$ cat config.mk
export PLATFORM = sky130hd
export DESIGN_NAME = fraction_arith_gcd_reduce_unit
export DESIGN_NICKNAME = d
export VERILOG_FILES = /design/src/fagr_pkg.sv /design/src/fraction_arith_gcd_reduce_unit.sv /design/src/fagr_divider.sv
export VERILOG_INCLUDE_DIRS = /design/src /design/src/src
export SDC_FILE = /design/constraint.sdc
export NUM_CORES = 2
export LEC_CHECK = 0
export ABC_AREA = 1
export BUFFER_PORTS_ARGS = -buffer_cell sky130_fd_sc_hd__buf_2
export CORE_MARGIN = 8
export CORE_UTILIZATION = 45
export DETAILED_ROUTE_END_ITERATION = 10
export HOLD_SLACK_MARGIN = 0.08
export SYNTH_ARGS = -nofsm -noshare
export SYNTH_HDL_FRONTEND = slang
export SYNTH_SLANG_ARGS = --single-unit
$ cat constraint.sdc
create_clock -name clk_i -period 8.1 [get_ports clk_i]
set_input_delay 0.81 -clock clk_i [delete_from_list [all_inputs] [get_ports clk_i]]
set_output_delay 0.81 -clock clk_i [all_outputs]
set_load 0.05 [all_outputs]
$ cat src/fraction_arith_gcd_reduce_unit_macros.svh
// Assertion macros for the fraction reduction unit.
// Taken in by the top level; expects clk_i and rst_ni in scope.
`ifndef FRACTION_ARITH_GCD_REDUCE_UNIT_MACROS_SVH
`define FRACTION_ARITH_GCD_REDUCE_UNIT_MACROS_SVH

// Same-cycle implication
`define FAGR_ASSERT_NOW(lbl, ante, cons, msg) \
  lbl: assert property (@(posedge clk_i) disable iff (!rst_ni) (ante) |-> (cons)) \
    else $error(msg);

// Next-cycle implication
`define FAGR_ASSERT_NEXT(lbl, ante, cons, msg) \
  lbl: assert property (@(posedge clk_i) disable iff (!rst_ni) (ante) |=> (cons)) \
    else $error(msg);

`endif

$ cat src/fagr_pkg.sv
// Shared constants and helpers for the fraction reduction unit.
// No dependencies.
package fagr_pkg;

  localparam int unsigned OPERAND_WIDTH_DEF = 16;
  localparam int unsigned NUM_W = 33;
  localparam int unsigned DEN_W = 32;

  // Operation codes
  localparam logic [1:0] ACT_ADD = 2'd0;
  localparam logic [1:0] ACT_SUB = 2'd1;
  localparam logic [1:0] ACT_MUL = 2'd2;
  localparam logic [1:0] ACT_DIV = 2'd3;

  // Width of the raw cross-product values, capped at 64 bits
  function automatic int unsigned raw_width(input int unsigned w);
    int unsigned r;
    r = 2 * w + 1;
    return (r > 64) ? 64 : r;
  endfunction

endpackage

$ cat src/fraction_arith_gcd_reduce_unit.sv
// Fraction add/sub/mul/div with GCD reduction. From acceptance to strobe the unit runs
// the multiply and check states, then binary GCD steps until x reaches zero, then two
// divisions by the GCD on the shared RW-bit divider (RW = 33), numerator first.
// One request at a time; busy is high until the strobe, when the next may be taken.
// A zero denominator strobes from the check state, skipping GCD and division. Receiver cannot stall; async reset.
`include "fraction_arith_gcd_reduce_unit_macros.svh"
module fraction_arith_gcd_reduce_unit
  import fagr_pkg::*;
#(
  parameter int unsigned OPERAND_WIDTH = OPERAND_WIDTH_DEF
) (
  input  logic                            clk_i,
  input  logic                            rst_ni,
  input  logic                            start,
  output logic                            busy,
  input  logic [1:0]                      action_i,
  input  logic signed [OPERAND_WIDTH-1:0] a_num_i,
  input  logic signed [OPERAND_WIDTH-1:0] a_den_i,
  input  logic signed [OPERAND_WIDTH-1:0] b_num_i,
  input  logic signed [OPERAND_WIDTH-1:0] b_den_i,
  output logic                            res_valid_o,
  output logic signed [NUM_W-1:0]         res_num_o,
  output logic signed [DEN_W-1:0]         res_den_o,
  output logic                            zero_den_error_o
);

  localparam int unsigned W  = OPERAND_WIDTH;
  localparam int unsigned RW = raw_width(OPERAND_WIDTH);
  localparam int unsigned KW = $clog2(RW + 1);

  // Sequencer codes
  localparam logic [3:0] S_IDLE    = 4'd0;
  localparam logic [3:0] S_MUL1    = 4'd1;
  localparam logic [3:0] S_MUL2    = 4'd2;
  localparam logic [3:0] S_MUL3    = 4'd3;
  localparam logic [3:0] S_CHK     = 4'd4;
  localparam logic [3:0] S_GCD     = 4'd5;
  localparam logic [3:0] S_DIVN_GO = 4'd6;
  localparam logic [3:0] S_DIVN_W  = 4'd7;
  localparam logic [3:0] S_DIVD_GO = 4'd8;
  localparam logic [3:0] S_DIVD_W  = 4'd9;

  logic [3:0]            state_q, state_d;
  logic [1:0]            act_q;
  logic signed [W-1:0]   an_q, ad_q, bn_q, bd_q;
  logic signed [2*W-1:0] prod_q, prod_d;
  logic signed [W-1:0]   mul_a, mul_b;
  logic signed [RW-1:0]  p1_q, rn_q, prod_ext;
  logic [RW-1:0]         magn_q, magd_q, x_q, y_q, g_q, qn_q;
  logic                  negn_q, negd_q;
  logic [KW-1:0]         k_q;
  logic                  valid_q;
  logic signed [NUM_W-1:0] num_q;
  logic signed [DEN_W-1:0] den_q;
  logic                  err_q;
  logic                  div_start, div_done;
  logic [RW-1:0]         div_n, div_q;
  logic signed [RW-1:0]  sq_n, sq_d;

  // Shared multiplier operand selection
  always_comb begin
    unique case (state_q)
      S_MUL1:  begin mul_a = an_q; mul_b = (act_q == ACT_MUL) ? bn_q : bd_q; end
      S_MUL2:  begin mul_a = ad_q; mul_b = bn_q; end
      default: begin mul_a = ad_q; mul_b = (act_q == ACT_DIV) ? bn_q : bd_q; end
    endcase
  end

  assign prod_d   = mul_a * mul_b;
  assign prod_ext = RW'(prod_q);

  // Divider is shared between numerator and denominator
  assign div_start = (state_q == S_DIVN_GO) || (state_q == S_DIVD_GO);
  assign div_n     = (state_q == S_DIVN_GO) ? magn_q : magd_q;

  fagr_divider #(.W(RW)) u_div (
    .clk_i     (clk_i),
    .rst_ni    (rst_ni),
    .start_i   (div_start),
    .dividend_i(div_n),
    .divisor_i (g_q),
    .done_o    (div_done),
    .quotient_o(div_q)
  );

  // Signed quotients
  assign sq_n = negn_q ? -$signed(qn_q) : $signed(qn_q);
  assign sq_d = negd_q ? -$signed(div_q) : $signed(div_q);

  // Next state
  always_comb begin
    state_d = state_q;
    unique case (state_q)
      S_IDLE:    if (start) state_d = S_MUL1;
      S_MUL1:    state_d = S_MUL2;
      S_MUL2:    state_d = S_MUL3;
      S_MUL3:    state_d = S_CHK;
      S_CHK:     state_d = (prod_ext == '0) ? S_IDLE : S_GCD;
      S_GCD:     if (x_q == '0) state_d = S_DIVN_GO;
      S_DIVN_GO: state_d = S_DIVN_W;
      S_DIVN_W:  if (div_done) state_d = S_DIVD_GO;
      S_DIVD_GO: state_d = S_DIVD_W;
      S_DIVD_W:  if (div_done) state_d = S_IDLE;
      default:   state_d = S_IDLE;
    endcase
  end

  // Control registers
  always_ff @(posedge clk_i or negedge rst_ni) begin
    if (!rst_ni) begin
      state_q <= S_IDLE;
      valid_q <= 1'b0;
    end else begin
      state_q <= state_d;
      valid_q <= ((state_q == S_CHK) && (prod_ext == '0)) ||
                 ((state_q == S_DIVD_W) && div_done);
    end
  end

  // Datapath
  always_ff @(posedge clk_i) begin
    prod_q <= prod_d;
    if (state_q == S_IDLE && start) begin
      act_q <= action_i;
      an_q  <= a_num_i;
      ad_q  <= a_den_i;
      bn_q  <= b_num_i;
      bd_q  <= b_den_i;
    end
    if (state_q == S_MUL2) p1_q <= prod_ext;
    if (state_q == S_MUL3) begin
      unique case (act_q)
        ACT_ADD: rn_q <= p1_q + prod_ext;
        ACT_SUB: rn_q <= p1_q - prod_ext;
        default: rn_q <= p1_q;
      endcase
    end
    if (state_q == S_CHK) begin
      negn_q <= rn_q[RW-1];
      negd_q <= prod_ext[RW-1];
      magn_q <= rn_q[RW-1] ? RW'(-rn_q) : RW'(rn_q);
      magd_q <= prod_ext[RW-1] ? RW'(-prod_ext) : RW'(prod_ext);
      x_q    <= rn_q[RW-1] ? RW'(-rn_q) : RW'(rn_q);
      y_q    <= prod_ext[RW-1] ? RW'(-prod_ext) : RW'(prod_ext);
      k_q    <= '0;
      if (prod_ext == '0) begin
        num_q <= '0;
        den_q <= '0;
        err_q <= 1'b1;
      end
    end
    // Binary GCD step; y never reaches zero
    if (state_q == S_GCD) begin
      if (x_q == '0) begin
        g_q <= y_q << k_q;
      end else if (!x_q[0] && !y_q[0]) begin
        x_q <= x_q >> 1;
        y_q <= y_q >> 1;
        k_q <= k_q + 1'b1;
      end else if (!x_q[0]) begin
        x_q <= x_q >> 1;
      end else if (!y_q[0]) begin
        y_q <= y_q >> 1;
      end else if (x_q >= y_q) begin
        x_q <= x_q - y_q;
      end else begin
        y_q <= y_q - x_q;
      end
    end
    if (state_q == S_DIVN_W && div_done) qn_q <= div_q;
    if (state_q == S_DIVD_W && div_done) begin
      num_q <= NUM_W'(sq_n);
      den_q <= DEN_W'(sq_d);
      err_q <= 1'b0;
    end
  end

  assign busy             = (state_q != S_IDLE);
  assign res_valid_o      = valid_q;
  assign res_num_o        = num_q;
  assign res_den_o        = den_q;
  assign zero_den_error_o = err_q;

  // Checks
  `FAGR_ASSERT_NOW(a_err_zero, res_valid_o && zero_den_error_o, (res_num_o == '0) && (res_den_o == '0), "error result not zero")
  `FAGR_ASSERT_NOW(a_den_nz, res_valid_o && !zero_den_error_o, res_den_o != '0, "zero denominator without error")
  `FAGR_ASSERT_NEXT(a_busy_after, start && !busy, busy, "request accepted but not busy")
  `FAGR_ASSERT_NEXT(a_one_strobe, res_valid_o, !res_valid_o, "result strobe held")

endmodule

$ cat src/fagr_divider.sv
// Restoring unsigned divider, one quotient bit per cycle.
// Standalone; used by the fraction reduction unit.
module fagr_divider #(
  parameter int unsigned W = 33
) (
  input  logic         clk_i,
  input  logic         rst_ni,
  input  logic         start_i,
  input  logic [W-1:0] dividend_i,
  input  logic [W-1:0] divisor_i,
  output logic         done_o,
  output logic [W-1:0] quotient_o
);

  localparam int unsigned CW = (W > 1) ? $clog2(W) : 1;

  logic          active_q, active_d;
  logic          done_q, done_d;
  logic [CW-1:0] cnt_q, cnt_d;
  logic [W:0]    rem_q, rem_d;
  logic [W-1:0]  quo_q, quo_d;
  logic [W-1:0]  div_q, div_d;
  logic [W:0]    rem_sh;
  logic          fits;

  // One restoring step: shift in next dividend bit, trial subtract
  always_comb begin
    rem_sh  = {rem_q[W-1:0], quo_q[W-1]};
    fits    = (rem_sh >= {1'b0, div_q});
    active_d = active_q;
    done_d   = 1'b0;
    cnt_d    = cnt_q;
    rem_d    = rem_q;
    quo_d    = quo_q;
    div_d    = div_q;
    if (start_i) begin
      active_d = 1'b1;
      cnt_d    = CW'(W - 1);
      rem_d    = '0;
      quo_d    = dividend_i;
      div_d    = divisor_i;
    end else if (active_q) begin
      rem_d = fits ? (rem_sh - {1'b0, div_q}) : rem_sh;
      quo_d = {quo_q[W-2:0], fits};
      cnt_d = cnt_q - 1'b1;
      if (cnt_q == '0) begin
        active_d = 1'b0;
        done_d   = 1'b1;
      end
    end
  end

  always_ff @(posedge clk_i or negedge rst_ni) begin
    if (!rst_ni) begin
      active_q <= 1'b0;
      done_q   <= 1'b0;
      cnt_q    <= '0;
    end else begin
      active_q <= active_d;
      done_q   <= done_d;
      cnt_q    <= cnt_d;
    end
  end

  always_ff @(posedge clk_i) begin
    rem_q <= rem_d;
    quo_q <= quo_d;
    div_q <= div_d;
  end

  assign done_o     = done_q;
  assign quotient_o = quo_q;

endmodule

==> key figures <==
Job
  • Max-cap violation count: 0

Floorplanning
  • Io pins: 137
  • Die H: 332.3 um
  • Initial Utilization: between 40% and 50%
  • Width of the chip: roughly 330 um
  • Die area: between 100000 and 150000 um^2
  • Row count: 116
  • Core region area: 99570 um^2

STA
  • Setup violators final: 0
  • Final Max Slew Viols: 0
  • Max Clock Skew: about 0.033 ns
  • RSZ-0062 raised after global routing: no
  • Slew margin rel.: approximately 15%
  • Final Cycle Share: between 90 and 100%
  • Fin. Hold Viols: 0
  • Fin Setup TNS: 0 ns
  • Worst Max-Slew Pin Slew: around 1.3 ns
  • Max Freq: ~130 MHz
  • Min Tclk post-route: around 7.7 ns

Finish
  • Area delta synth->final: 9.611%
  • # nets final: 6534
  • Layout cells sized above 1: 6.748%
  • Area of the multi-input gates: about 26000 um^2
  • Register Area: 14980 um^2
  • Filler cells: 9799

Clock tree
  • CTS clock-pin slew for the worst setup and hold paths: around 0.070 ns
  • CTS Sinks: roughly 550
  • Max clock buf depth: 3
  • H-Tree Depth: 3
  • Clk_lat worst skew: 0.64 ns
  • Root buf cell: clkbuf_16
  • TritonCTS clock tree: built
  • Setup repair bufs after CTS: 0
  • TritonCTS buffer count: 67

Synth
  • Async SR Flop Fraction: roughly 2.4%
  • Mapped Cells: slightly below 6000
  • Simple-gate area share of the yosys netlist: a little under a quarter
  • Primary FF master, synth: edfxtp_1
  • Largest family of logic cells by synthesized area: simple AND/OR/NAND/NOR gates
  • Mux share of post-synthesis cell area: 0.2001%
  • Seq cells post-synth: around 550
  • Number of synthesized flops with an enable pin: around 400
  • Syn Nets: around 6500
  • Post-synthesis xor/xnor area fraction: about 2.9%
  • Yosys cell types: 61
  • Synth Cell Area: 45020 um^2
  • Sequential-to-total area share from yosys stat: about a third
  • Synth Area in Adders: between 10% and 20%
  • Mean Syn Cell Area: between 7 and 8 um^2
  • Synth Warn #: 0
  • Area fraction in compound gates after synthesis: between 10% and 20%

Detailed routing
  • Routed vias: about 40000
  • Post-route ant nets: 0
  • DRC viols: 0
  • DRT Pass-1 Iters: 8
  • Wire per inst: between 20 and 25 um
  • Routed WL: 151.2 mm
  • Starting DRT DRC Count: about 4000
  • Via density: about 5.4

Setup path
  • Delay-heaviest family, CP: adder cells
  • CP max stage delay: approximately 0.62 ns
  • CP most frequent cell: inv_1
  • Worst path bufs/invs: 10
  • CP Max Fanout: 33
  • CP arrival: between 8 and 9 ns
  • Required @ worst endpoint: roughly 8.6 ns
  • Crit start category: flop
  • Worst Setup Path Type: reg -> reg
  • Crit path capture type: flop
  • Critical path's slowest cell: fa_1

Global routing
  • Vias in the first global route: 38000
  • GRT overflow: 0
  • Global-route wire length before repair: between 200 and 250 mm
  • GRT Total Usage: 26.73%
  • Initial antenna violation count: 5
  • Maximum number of pins on one net before global-route repair: 81

Place
  • Port bufs: ~140
  • RD Place Congestion: 0.9921
  • DP Wirelength: 122.8 mm

Hold path
  • Hold crit path type: in -> reg

Outcome
  • Status: completed
[worst reg2reg max path, cell delays in order (launching register included)]
cell and delay, ns:
dfrtp_1 0.41, nor2_1 0.25, inv_1 0.14, nor2_4 0.31, inv_1 0.08, buf_4 0.27
o21ai_2 0.21, clkinv_1 0.43, nor2_1 0.54, inv_1 0.12, fa_1 0.52, inv_1 0.15
fa_1 0.63, inv_1 0.10, fa_1 0.48, inv_1 0.06, fa_1 0.50, inv_1 0.05
fa_1 0.47, inv_1 0.05, fa_1 0.44, ha_1 0.40, nand2_1 0.08, nor2_1 0.12
nand2_1 0.11, nor4_1 0.33, a21oi_1 0.17, xor2_1 0.16
[timing repair]
item,4_1_cts,5_1_grt
resized for setup,0,6
endpoints found under the setup margin,0,7
hold buffers,1,0
hold endpoints to repair,13,0
[Yosys cell counts (12+ instances only)]
master | n | share of area, %
o21ai_2 | 12 | 0.23
nand3_1 | 313 | 3.5
a31oi_1 | 31 | 0.43
or2_2 | 26 | 0.36
buf_2 | 41 | 0.46
fa_1 | 266 | 12
a21boi_0 | 16 | 0.27
a21oi_1 | 312 | 3.5
dfxtp_1 | 138 | 6.1
nor3_1 | 66 | 0.73
clkbuf_1 | 117 | 0.98
nand2_2 | 12 | 0.17
nand3b_1 | 20 | 0.33
edfxtp_1 | 396 | 26
dfrtp_1 | 13 | 0.72
o21ai_0 | 463 | 5.1
nand4_1 | 41 | 0.57
o21ai_1 | 33 | 0.37
clkinv_1 | 14 | 0.12
nand2_1 | 1516 | 13
o22ai_1 | 21 | 0.29
o211ai_1 | 47 | 0.78
o21bai_1 | 22 | 0.37
nor4_1 | 19 | 0.26
a21o_1 | 14 | 0.23
nor2_1 | 541 | 4.5
inv_1 | 897 | 7.5
buf_1 | 15 | 0.13
ha_1 | 223 | 6.2
xor2_1 | 95 | 1.8
xnor2_1 | 53 | 1.0
[path summary, 6_finish.rpt]
path                                         from                         end  slack, ns  cells past startpoint
max                        state_q[2]$_DFFE_PN0P_          prod_q[31]$_DFF_P_       0.42                     27
min                                   b_num_i[10]          bn_q[10]$_DFFE_PP_       0.34                      1
max reg2reg                state_q[2]$_DFFE_PN0P_          prod_q[31]$_DFF_P_       0.42                     27
min reg2reg                 g_q[22]$_SDFFCE_PP0P_   u_div.div_q[22]$_DFFE_PN_       0.42                      0
max in group asynchronous                  rst_ni  u_div.cnt_q[0]$_DFFE_PN0P_       7.14                      2
min in group asynchronous                  rst_ni       res_valid_o$_DFF_PN0_       0.68                      2
[cell usage in the layout, fill, tap and decap left out, types with 137 or more instances in the layout]
cell type	instances
a21oi_1	311
dfxtp_1	137
edfxtp_1	396
fa_1	265
ha_1	223
inv_1	894
nand2_1	1515
nand3_1	313
nor2_1	533
o21ai_0	462
[kinds of logic after synthesis]
group / Yosys count
simple gates: 2589
buf+inv: 1118
compound gates: 1007
flops: 547
fa+ha+maj: 489
xor+xnor: 148
mux: 9
[per-layer routing]
layer	GRT usage, %	wire length, um	up-vias
met1	37.58	68190	18840
met3	4.367	11630	257
met5	0	20	-
met4	10.68	6384	2
li1	-	-	19210
met2	40.99	64980	1600
[through the flow]
stage	instances	hold WS [ns]	setup WS [ns]	cell area [um^2]	utilization, %
finish	7332	0.3385	0.4183	49350	49.56
global route	7329	0.3066	0.08359	49340	49.55
CTS	7329	0.2912	0.2943	49310	49.53
detailed placement	7204	0.4045	0.3093	46950	47.15
global placement	7204	0.4012	0.3658	46950	47.15
floorplan	5907	0.4003	0.9046	45020	-
[registers in the layout (all words and copies together) (netlist names), 33 cells and up]
name,count
u_div.div_q,33
u_div.rem_q,33
magd_q,33
x_q,33
res_num_o,33
magn_q,33
u_div.quotient_o,33
rn_q,33
y_q,33
g_q,33
qn_q,33
[cell type report]
type                    instances  share of cell area, %
diodes                          3                0.01521
multi-input cells            4242                  52.21
clock buffers                  85                  3.763
clock inverters                39                  1.007
well taps                    1298                  3.291
inverters                     918                  7.001
flip-flops and latches        547                  30.36
repair buffers                200                  2.358
Power is not shown: default switching activity piles up to over one toggle a cycle in this logic, so the estimate is an artifact.
